[config.mk]
export PLATFORM = sky130hd
export DESIGN_NAME = calendar_to_epoch_seconds
export DESIGN_NICKNAME = d
export VERILOG_FILES = /design/src/rtl/calsec_pkg.sv /design/src/rtl/calsec_ctrl.sv /design/src/rtl/calsec_dp.sv /design/src/rtl/calendar_to_epoch_seconds.sv
export SDC_FILE = /design/constraint.sdc
export NUM_CORES = 1
export LEC_CHECK = 0
export ABC_CLOCK_PERIOD_IN_PS = 12250
export BUFFER_PORTS_ARGS = -buffer_cell sky130_fd_sc_hd__buf_4
export CAP_MARGIN = 5
export CORE_ASPECT_RATIO = 0.75
export CORE_MARGIN = 3
export CORE_UTILIZATION = 33
export DETAILED_ROUTE_END_ITERATION = 8
export PLACE_DENSITY = 0.5
export SYNTH_ARGS = -nofsm -noshare
export SYNTH_HDL_FRONTEND = slang
export SYNTH_SLANG_ARGS = --single-unit
[constraint.sdc]
create_clock -name clk -period 12.25 [get_ports clk]
set_clock_uncertainty 0.05 [all_clocks]
set_input_delay 2.45 -clock clk [delete_from_list [all_inputs] [get_ports clk]]
set_output_delay 2.45 -clock clk [all_outputs]
set_load 0.05 [all_outputs]
[src/rtl/calsec_pkg.sv]
`timescale 1ns / 1ps

package calsec_pkg;

    localparam int IN_TDATA_W  = 40;
    localparam int OUT_TDATA_W = 32;
    localparam int ACC_W       = 32;
    localparam int YEARS_W     = 7;

    localparam logic [8:0] DAYS_COMMON_YEAR = 9'd365;

    // One input transaction, unpacked.
    typedef struct packed {
        logic [6:0] year_two_digit;
        logic [3:0] month_number;
        logic [4:0] day_of_month;
        logic [4:0] hour_of_day;
        logic [5:0] minute_of_hour;
        logic [5:0] second_of_minute;
        logic [4:0] zone_hours;
    } item_t;

    // Operation applied to the accumulator.
    typedef enum logic [3:0] {
        OP_NONE  = 4'd0,
        OP_CLEAR = 4'd1,
        OP_YEAR  = 4'd2,
        OP_MONTH = 4'd3,
        OP_DAY   = 4'd4,
        OP_MUL24 = 4'd5,
        OP_HOUR  = 4'd6,
        OP_ZONE  = 4'd7,
        OP_MUL60 = 4'd8,
        OP_MIN   = 4'd9,
        OP_SEC   = 4'd10
    } op_t;

    typedef enum logic [11:0] {
        ST_IDLE   = 12'b0000_0000_0001,
        ST_YEAR   = 12'b0000_0000_0010,
        ST_MONTH  = 12'b0000_0000_0100,
        ST_DAY    = 12'b0000_0000_1000,
        ST_MUL24  = 12'b0000_0001_0000,
        ST_HOUR   = 12'b0000_0010_0000,
        ST_ZONE   = 12'b0000_0100_0000,
        ST_MUL60M = 12'b0000_1000_0000,
        ST_MIN    = 12'b0001_0000_0000,
        ST_MUL60S = 12'b0010_0000_0000,
        ST_SEC    = 12'b0100_0000_0000,
        ST_DONE   = 12'b1000_0000_0000
    } state_t;

    // Sequencer to datapath control.
    typedef struct packed {
        op_t  op;
        logic year_leap;
    } ctrl_t;

    // Whole years between 1970 and the full year that the two-digit year stands for.
    function automatic logic [YEARS_W-1:0] years_since_epoch(input logic [6:0] yy);
        logic [YEARS_W-1:0] n;
        if (yy < 7'd70)
        begin
            n = yy + 7'd30;
        end
        else
        begin
            n = yy - 7'd70;
        end
        return n;
    endfunction

    // The full years reachable here run from 1970 to 2069. The only century year among
    // them is 2000, which is divisible by 400, so a year is leap exactly when it is a
    // multiple of four, that is when its distance from 1970 is two modulo four.
    function automatic logic is_leap_offset(input logic [YEARS_W-1:0] n);
        return (n[1:0] == 2'd2);
    endfunction

    // Days of the whole months before the given month. Month zero counts none, and
    // months past December count the full year.
    function automatic logic [8:0] month_days(input logic [3:0] mon, input logic leap);
        logic [8:0] d;
        case (mon)
            4'd0:    d = 9'd0;
            4'd1:    d = 9'd0;
            4'd2:    d = 9'd31;
            4'd3:    d = 9'd59  + {8'd0, leap};
            4'd4:    d = 9'd90  + {8'd0, leap};
            4'd5:    d = 9'd120 + {8'd0, leap};
            4'd6:    d = 9'd151 + {8'd0, leap};
            4'd7:    d = 9'd181 + {8'd0, leap};
            4'd8:    d = 9'd212 + {8'd0, leap};
            4'd9:    d = 9'd243 + {8'd0, leap};
            4'd10:   d = 9'd273 + {8'd0, leap};
            4'd11:   d = 9'd304 + {8'd0, leap};
            4'd12:   d = 9'd334 + {8'd0, leap};
            default: d = DAYS_COMMON_YEAR + {8'd0, leap};
        endcase
        return d;
    endfunction

endpackage

[src/rtl/calsec_ctrl.sv]
`timescale 1ns / 1ps

module calsec_ctrl
    import calsec_pkg::*;
(
    input  logic        clk,
    input  logic        rst_n,
    input  logic        start,
    input  logic        out_free,
    input  logic [6:0]  year_two_digit,
    output ctrl_t       ctrl,
    output logic        idle,
    output logic        load_out
);

    state_t             state_reg;
    state_t             state_next;
    logic [YEARS_W-1:0] k_reg;
    logic [YEARS_W-1:0] k_next;
    logic [YEARS_W-1:0] nyears;
    op_t                op;

    assign nyears = years_since_epoch(year_two_digit);

    always_comb
    begin
        state_next = state_reg;
        k_next     = k_reg;
        op         = OP_NONE;
        load_out   = 1'b0;
        case (state_reg)
            ST_IDLE:
            begin
                if (start)
                begin
                    op         = OP_CLEAR;
                    k_next     = '0;
                    state_next = ST_YEAR;
                end
            end
            ST_YEAR:
            begin
                if (k_reg != nyears)
                begin
                    op     = OP_YEAR;
                    k_next = k_reg + 7'd1;
                end
                else
                begin
                    state_next = ST_MONTH;
                end
            end
            ST_MONTH:
            begin
                op         = OP_MONTH;
                state_next = ST_DAY;
            end
            ST_DAY:
            begin
                op         = OP_DAY;
                state_next = ST_MUL24;
            end
            ST_MUL24:
            begin
                op         = OP_MUL24;
                state_next = ST_HOUR;
            end
            ST_HOUR:
            begin
                op         = OP_HOUR;
                state_next = ST_ZONE;
            end
            ST_ZONE:
            begin
                op         = OP_ZONE;
                state_next = ST_MUL60M;
            end
            ST_MUL60M:
            begin
                op         = OP_MUL60;
                state_next = ST_MIN;
            end
            ST_MIN:
            begin
                op         = OP_MIN;
                state_next = ST_MUL60S;
            end
            ST_MUL60S:
            begin
                op         = OP_MUL60;
                state_next = ST_SEC;
            end
            ST_SEC:
            begin
                op         = OP_SEC;
                state_next = ST_DONE;
            end
            ST_DONE:
            begin
                if (out_free)
                begin
                    load_out   = 1'b1;
                    state_next = ST_IDLE;
                end
            end
            default:
            begin
                state_next = ST_IDLE;
            end
        endcase
    end

    always_ff @(posedge clk or negedge rst_n)
    begin
        if (!rst_n)
        begin
            state_reg <= ST_IDLE;
            k_reg     <= '0;
        end
        else
        begin
            state_reg <= state_next;
            k_reg     <= k_next;
        end
    end

    assign ctrl.op        = op;
    assign ctrl.year_leap = is_leap_offset(k_reg);
    assign idle           = (state_reg == ST_IDLE);

    a_start_enters_year: assert property (@(posedge clk) disable iff (!rst_n)
        start |=> (state_reg == ST_YEAR))
        else $error("sequencer did not enter the year loop after a start");

    a_year_count_bound: assert property (@(posedge clk) disable iff (!rst_n)
        (state_reg == ST_YEAR) |-> (k_reg <= nyears))
        else $error("year counter ran past the number of whole years");

    a_load_returns_idle: assert property (@(posedge clk) disable iff (!rst_n)
        load_out |=> (state_reg == ST_IDLE))
        else $error("sequencer did not return to idle after loading the result");

endmodule

[src/rtl/calsec_dp.sv]
`timescale 1ns / 1ps

module calsec_dp
    import calsec_pkg::*;
(
    input  logic             clk,
    input  ctrl_t            ctrl,
    input  item_t            item,
    output logic [ACC_W-1:0] acc
);

    logic [ACC_W-1:0]   acc_reg;
    logic [ACC_W-1:0]   acc_next;
    logic [ACC_W-1:0]   opa;
    logic [ACC_W-1:0]   opb;
    logic               cin;
    logic [ACC_W-1:0]   sum;
    logic               target_leap;

    assign target_leap = is_leap_offset(years_since_epoch(item.year_two_digit));

    // The one shared adder. Subtraction uses the inverted operand and a carry in.
    assign sum = opa + opb + {{(ACC_W-1){1'b0}}, cin};

    always_comb
    begin
        opa      = acc_reg;
        opb      = '0;
        cin      = 1'b0;
        acc_next = acc_reg;
        case (ctrl.op)
            OP_NONE:
            begin
                acc_next = acc_reg;
            end
            OP_CLEAR:
            begin
                // Starting at minus one folds in the day-of-month offset.
                acc_next = '1;
            end
            OP_YEAR:
            begin
                opb      = {23'd0, DAYS_COMMON_YEAR + {8'd0, ctrl.year_leap}};
                acc_next = sum;
            end
            OP_MONTH:
            begin
                opb      = {23'd0, month_days(item.month_number, target_leap)};
                acc_next = sum;
            end
            OP_DAY:
            begin
                opb      = {27'd0, item.day_of_month};
                acc_next = sum;
            end
            OP_MUL24:
            begin
                opa      = {acc_reg[ACC_W-5:0], 4'd0};
                opb      = {acc_reg[ACC_W-4:0], 3'd0};
                acc_next = sum;
            end
            OP_HOUR:
            begin
                opb      = {27'd0, item.hour_of_day};
                acc_next = sum;
            end
            OP_ZONE:
            begin
                opb      = ~{{27{item.zone_hours[4]}}, item.zone_hours};
                cin      = 1'b1;
                acc_next = sum;
            end
            OP_MUL60:
            begin
                opa      = {acc_reg[ACC_W-7:0], 6'd0};
                opb      = ~{acc_reg[ACC_W-3:0], 2'd0};
                cin      = 1'b1;
                acc_next = sum;
            end
            OP_MIN:
            begin
                opb      = {26'd0, item.minute_of_hour};
                acc_next = sum;
            end
            OP_SEC:
            begin
                opb      = {26'd0, item.second_of_minute};
                acc_next = sum;
            end
            default:
            begin
                acc_next = acc_reg;
            end
        endcase
    end

    always_ff @(posedge clk)
    begin
        acc_reg <= acc_next;
    end

    assign acc = acc_reg;

endmodule

[src/rtl/calendar_to_epoch_seconds.sv]
`timescale 1ns / 1ps

// Converts one local calendar date and time into seconds since 1970-01-01 UTC.
// Input channel s_*: one transaction carries year, month, day, hour, minute, second
// and a whole-hour zone offset. Output channel m_*: one transaction per input with
// the epoch seconds, wrapping modulo 2^32.
// A single 32-bit adder does all the arithmetic under a small sequencer. The year
// loop adds 365 or 366 once per whole year since 1970 (n = 0 to 99 years). Then
// the month, day, hour, minute and second terms are added and the zone term is
// subtracted, and the scaling by 24 and twice by 60 is done as shift-and-add and
// shift-and-subtract passes through the same adder. A new input is taken only
// after the previous result has been loaded into the output register.
// s_tready is high only while the sequencer is idle.
// The result sits in an output register. If the receiver stalls, the sequencer
// holds in its final step until the register is free, so a result is never lost.
// Reset empties the output register and returns the sequencer to idle. No result
// is pending after reset.
module calendar_to_epoch_seconds
    import calsec_pkg::*;
(
    input  logic                   clk,
    input  logic                   rst_n,
    input  logic                   s_tvalid,
    output logic                   s_tready,
    // [6:0] year_two_digit, [10:7] month_number, [15:11] day_of_month,
    // [20:16] hour_of_day, [26:21] minute_of_hour, [32:27] second_of_minute,
    // [37:33] zone_hours, [39:38] zero
    input  logic [IN_TDATA_W-1:0]  s_tdata,
    output logic                   m_tvalid,
    input  logic                   m_tready,
    // [31:0] epoch_seconds
    output logic [OUT_TDATA_W-1:0] m_tdata
);

    item_t                   item_reg;
    item_t                   item_in;
    ctrl_t                   ctrl;
    logic                    idle;
    logic                    load_out;
    logic                    accept;
    logic                    out_free;
    logic [ACC_W-1:0]        acc;
    logic                    m_tvalid_reg;
    logic                    m_tvalid_next;
    logic [OUT_TDATA_W-1:0]  m_tdata_reg;

    assign item_in.year_two_digit   = s_tdata[6:0];
    assign item_in.month_number     = s_tdata[10:7];
    assign item_in.day_of_month     = s_tdata[15:11];
    assign item_in.hour_of_day      = s_tdata[20:16];
    assign item_in.minute_of_hour   = s_tdata[26:21];
    assign item_in.second_of_minute = s_tdata[32:27];
    assign item_in.zone_hours       = s_tdata[37:33];

    assign s_tready = idle;
    assign accept   = s_tvalid && idle;
    assign out_free = !m_tvalid_reg || m_tready;

    // The input fields are held for the whole conversion.
    always_ff @(posedge clk)
    begin
        if (accept)
        begin
            item_reg <= item_in;
        end
    end

    calsec_ctrl u_ctrl (
        .clk            (clk),
        .rst_n          (rst_n),
        .start          (accept),
        .out_free       (out_free),
        .year_two_digit (item_reg.year_two_digit),
        .ctrl           (ctrl),
        .idle           (idle),
        .load_out       (load_out)
    );

    calsec_dp u_dp (
        .clk  (clk),
        .ctrl (ctrl),
        .item (item_reg),
        .acc  (acc)
    );

    always_comb
    begin
        m_tvalid_next = m_tvalid_reg;
        if (load_out)
        begin
            m_tvalid_next = 1'b1;
        end
        else if (m_tready)
        begin
            m_tvalid_next = 1'b0;
        end
    end

    always_ff @(posedge clk or negedge rst_n)
    begin
        if (!rst_n)
        begin
            m_tvalid_reg <= 1'b0;
        end
        else
        begin
            m_tvalid_reg <= m_tvalid_next;
        end
    end

    always_ff @(posedge clk)
    begin
        if (load_out)
        begin
            m_tdata_reg <= acc;
        end
    end

    assign m_tvalid = m_tvalid_reg;
    assign m_tdata  = m_tdata_reg;

    a_busy_after_accept: assert property (@(posedge clk) disable iff (!rst_n)
        (s_tvalid && s_tready) |=> !s_tready)
        else $error("block took a second transaction while converting");

    a_result_loaded: assert property (@(posedge clk) disable iff (!rst_n)
        load_out |=> (m_tvalid && (m_tdata == $past(acc))))
        else $error("finished result was not presented on the output");

endmodule

; ---- Yosys cells after proc, flatten, opt, wreduce, memory -nomap -nowiden
; Cells that the tools add are included.
[classes]
n_addsub = 17
n_reduce_logical = 13
bitwise = 2
n_lt_le_gt_ge = 1
mux = 20
n_eq_ne = 41
[op_table]
columns = cell, count
row1 = 32-bit one-hot mux with 9 select lines, 1
row2 = 12-bit one-hot mux with 12 select lines, 1
row3 = 32-bit one-hot mux with 2 select lines, 2
row4 = 9-bit one-hot mux with 12 select lines, 1
row5 = 32-bit inverter, 2
row6 = "9-bit by 1-bit adder with 9-bit output, first input constant", 5
row7 = 4-bit one-hot mux with 10 select lines, 1
row8 = "8-bit by 1-bit adder with 9-bit output, first input constant", 4
row9 = 12-bit 2-to-1 mux, 3
row10 = 32-bit by 1-bit adder with 32-bit output, 1
row11 = 32-bit adder, 1
row12 = "4-bit by 3-bit equality test with 1-bit output, second input constant", 8
row13 = "4-bit equality test, second input constant", 8
row14 = 7-bit 2-to-1 mux, 3
row15 = "7-bit by 1-bit adder with 8-bit output, first input constant", 2
row16 = "4-bit by 2-bit equality test with 1-bit output, second input constant", 4
row17 = 7-bit one-hot mux with 2 select lines, 1
row18 = "12-bit by 1-bit equality test with 1-bit output, second input constant", 1
row19 = "12-bit by 10-bit equality test with 1-bit output, second input constant", 1
row20 = "12-bit by 11-bit equality test with 1-bit output, second input constant", 1
row21 = "12-bit equality test, second input constant", 1
row22 = "12-bit by 2-bit equality test with 1-bit output, second input constant", 1
row23 = "12-bit by 3-bit equality test with 1-bit output, second input constant", 1
row24 = "12-bit by 4-bit equality test with 1-bit output, second input constant", 1
row25 = 25 further kinds, 39
[totals]
regBits = 122
in_bits = 44
out_inout_bits = 34

; ---- Logic depth before layout (Yosys ltp)
[depth]
depth_word = 10
mapped_depth = 20
ltp_nobuf = 18

; ---- Hierarchy
; From an unflattened synthesis, not the netlist that was laid out.
[unflattened]
hier_cells = 823
hier_area_um2 = 8150.3
[by_module_without_submodules]
columns = module, cells_per_inst, area_each_um2, seq_area_each_um2, n_inst
row1 = calsec_dp, 579, 4468.0, 960.9, 1
row2 = calendar_to_epoch_seconds, 74, 2155.8, 2127.0, 1
row3 = calsec_ctrl, 170, 1526.5, 476.7, 1

; ---- Worst setup path before layout
; OpenSTA, ideal clock, no wires.
[synth_path]
path_type = register to register
from = register item_reg[32] in the netlist's numbering
to = register u_dp.acc_reg[26], in the netlist u_dp.acc[26] (data pin)
setup_slack_ns = 7.419
arrival_time_ns = 4.526
setup_time_ns = 0.255
stages_incl_launch_ff = 19
synth_period_minus_slack_ns = 4.831
required_time_ns = 11.945
path_buffers = 2
cell_sequence = edfxtp_1 -> buf_6 -> or4_1 -> a22oi_1 -> xnor2_1 -> nor4_4 -> a41o_2 -> buf_4 -> o2111ai_1 -> fa_1 -> fa_1 -> a211oi_1 -> o211ai_1 -> nand4_1 -> a211oi_1 -> a211oi_1 -> o21ai_0 -> xnor2_1 -> nand2_1
[synth_between]
elab_chain_len = 10
[synth_lines]
columns = element, line
row1 = "start, declared", calendar_to_epoch_seconds.sv:35  ; item_t item_reg;
row2 = "start signal, assigned", calendar_to_epoch_seconds.sv:64  ; item_reg <= item_in;
row3 = "7-bit subtractor, or another cell as far along", calsec_pkg.sv:68  ; n = yy - 7'd70;
row4 = 7-bit 2-to-1 mux (*), calsec_pkg.sv:62  ; if (yy < 7'd70)
row5 = "parallel branches: the longest is 7 deep, another holds 32-bit adder", n/a
row6 = 32-bit one-hot mux with 2 select lines (*), calsec_dp.sv:31  ; case (ctrl.op)
row7 = "end signal, assigned", calsec_dp.sv:99  ; acc_reg <= acc_next;
row8 = "end, declared", calsec_dp.sv:12  ; logic [ACC_W-1:0] acc_reg;
; Every way passes the cells marked *.
; A chain may end at the register's enable or synchronous reset.

; ---- Worst setup path in the final report
; Ends and elaborated chain as after synthesis.

==> impl_metrics.ini <==
[outcome]
status = completed

[worst_setup_path]
regToRegSetupSlack_ns = 6.35
timing.critical_path.required_ns = 12.36
critPathArrivalTime_ns = 6.01
startpoint_type = flop
crit_path_max_fanout = 9
setup.worst_path.end_class = flop
worst-setup-path-type = reg2reg

[global_route]
grt_first_pass_wirelength_mm = 31.0
grt_pass1_vias = 5683
grtUsageTotal_pct = 16.5
antenna_found_initial = 0
grt_max_degree = 46
grt_overflow = 0

[synthesis]
synth-seq-cells = 122
async_flop_share_pct = 16.4
syn_area_sq_mm = 0.00743
synthTopCellsByArea = edfxtp_1 41%, dfrtp_1 6.4%, ha_1 5.7%
synthCells = 717
yosysSeqAreaShare_pct = 48.0
yosysWarnings = 0
avgSynthCellArea_sq_um = 10.4
synth_top_area_share_pct = 41.2
ys.flop_type = edfxtp_1
syn-num-nets = 797
synth_area_leader_cell = edfxtp_1
ys_types = 69
synth_commonest_cells = 102 x edfxtp_1, 100 x nand2_1, 54 x o21ai_0
synth_edf_count = 102
synth.most_common_cell = edfxtp_1

[finish]
layout-drive-gt1-share_pct = 16.2
syn_to_final_growth_pct = 18.9
fillers = 2120
diodes = 0
nets = 865
largest_register_ffs = 38

[power]
power.leakage_nw = 3.28
powerDensity_mw_per_mm2 = 199
peakVddDrop_v = 0.0000929

[cts]
clk_pin_slew_ns = 0.06
cts-root-buf = clkbuf_16
holdBufCountCts = 0
cts_resized = 0
htreeDepth = 4
cts_tree = done
clockBufferDepth = 2
numCtsBuffers = 17
post_cts_buffers = 0
clock_latency_ns = 0.43
clkSinkCount = 122

[detailed_routing]
route.vias.total = 5959
final_antenna_net_count = 0
drtIter0Drc = 459
drc = 0
wl_per_cell_microns = 18.2
drtPass1Iterations = 6
vias_per_cell = 5.49
drt_wl_total_mm = 19.8

[die]
fp-row-count = 46
floorplan.initialDensity_pct = 34.3
die_x_microns = 179
core_sq_mm = 0.0216
io_pins = 78
die_h_microns = 136
die_area_sq_mm = 0.0244

[placement]
hpwl_mm = 13.8
portBuffers = 75
place_ws_ns = 6.33
gp_congestion = 0.864

[timing]
finalSetupViolCount = 0
slew_headroom_pct = 17.7
fin_tns_setup_ns = 0
slew_viol_final = 0
hold_violations = 0
fin_crit_ns = 5.90
timing.final.crit_share_pct = 48.2
setup_slack_ns = 6.35
max_freq_mhz = 169
rsz0062_at_grt = false
tightestPinTransition_ns = 1.23

[flow_run]
maxCapViolCount = 0

[min_path]
hold_class = reg2reg
worst max-delay path, cell delays in order (launching register included):
cell and delay (ns):
edfxtp_1 0.54, or4_1 0.56, a22oi_1 0.22, xnor2_1 0.15
nor4_4 0.32, a41o_2 0.41, o2111ai_1 0.18, fa_1 0.50
fa_1 0.45, a211oi_1 0.33, o211ai_1 0.16, nand4_1 0.20
a211oi_1 0.12, a211oi_1 0.91, o21ai_0 0.27, xnor2_1 0.19
nand2_1 0.06
report_power, final:
part           total [mW]  switching (mW)  internal (mW)
Sequential          0.614          0.0658          0.548
Clock               0.497           0.198          0.298
Combinational       0.650           0.402          0.248
Total                1.76           0.666           1.09
path summary, 6_finish.rpt:
path                               from                   to  depth (start not counted)
setup reg to reg           item_reg[32]         u_dp.acc[26]                         16
max in group asynchronous         rst_n  u_ctrl.state_reg[0]                          1
hold reg to reg            u_dp.acc[30]          m_tdata[30]                          0
hold / removal             u_dp.acc[30]          m_tdata[30]                          0
min in group asynchronous         rst_n      u_ctrl.k_reg[0]                          1
setup / recovery           item_reg[32]         u_dp.acc[26]                         16
per-layer routing:
metal  wire [microns]  GRT usage (%)
met1            10100           24.3
met2             8440           24.0
met3              883           3.10
met4              365           5.75
met5                0              0
cell type report:
cell class	instances	area, sq um	area share (%)
sequential	122	3560	40.4
multi-input combinational	547	3660	41.5
timing repair buffer	81	608	6.88
tap	288	360	4.08
clock buffer	17	425	4.82
clock inverter	15	151	1.71
inverter	16	60.1	0.680
cells by family after synthesis:
kind of cell / synth area share [%]
DFF: 48.0
muxes: 3.57
adders and majority gates: 6.26
xor gates and xnor gates: 4.48
buffers and inverters: 3.01
and+or+nand+nor: 16.7
AOI/OAI and AO/OA: 18.0
through the flow:
step	power (mW)	utilization [%]	cell area, sq um	hold WS (ns)	std cells
CTS	1.77	40.8	8830	0.447	1086
floorplan	1.10	-	7430	0.376	717
detailed placement	1.26	38.2	8260	0.431	1054
global placement	1.26	38.2	8260	0.430	1054
finish	1.76	40.8	8830	0.437	1086
global route	1.87	40.8	8830	0.452	1086
cell usage in the layout, fill, tap and decap left out, types with 5 or more instances in the layout:
cell / Yosys / routed
nand2_1: 100 / 100
nand3_1: 12 / 12
or4_1: 5 / 5
a211oi_1: 11 / 11
a21o_1: 8 / 8
o211ai_1: 29 / 29
mux2i_1: 25 / 25
a31oi_1: 8 / 8
and3_1: 5 / 5
nand2b_1: 7 / 7
a221oi_1: 9 / 9
clkinvlp_4: 0 / 6
nor2b_1: 7 / 7
or3_1: 8 / 8
xor2_1: 17 / 17
xnor2_1: 21 / 21
a21oi_1: 49 / 48
ha_1: 34 / 34
dfrtp_1: 19 / 19
inv_1: 16 / 16
and2_1: 8 / 7
edfxtp_1: 102 / 102
nand4_1: 8 / 8
nor3_1: 8 / 8
nor2_1: 38 / 38
clkbuf_16: 0 / 17
o21ai_0: 54 / 54
buf_4: 6 / 81
(Power assumes the default switching activity.)
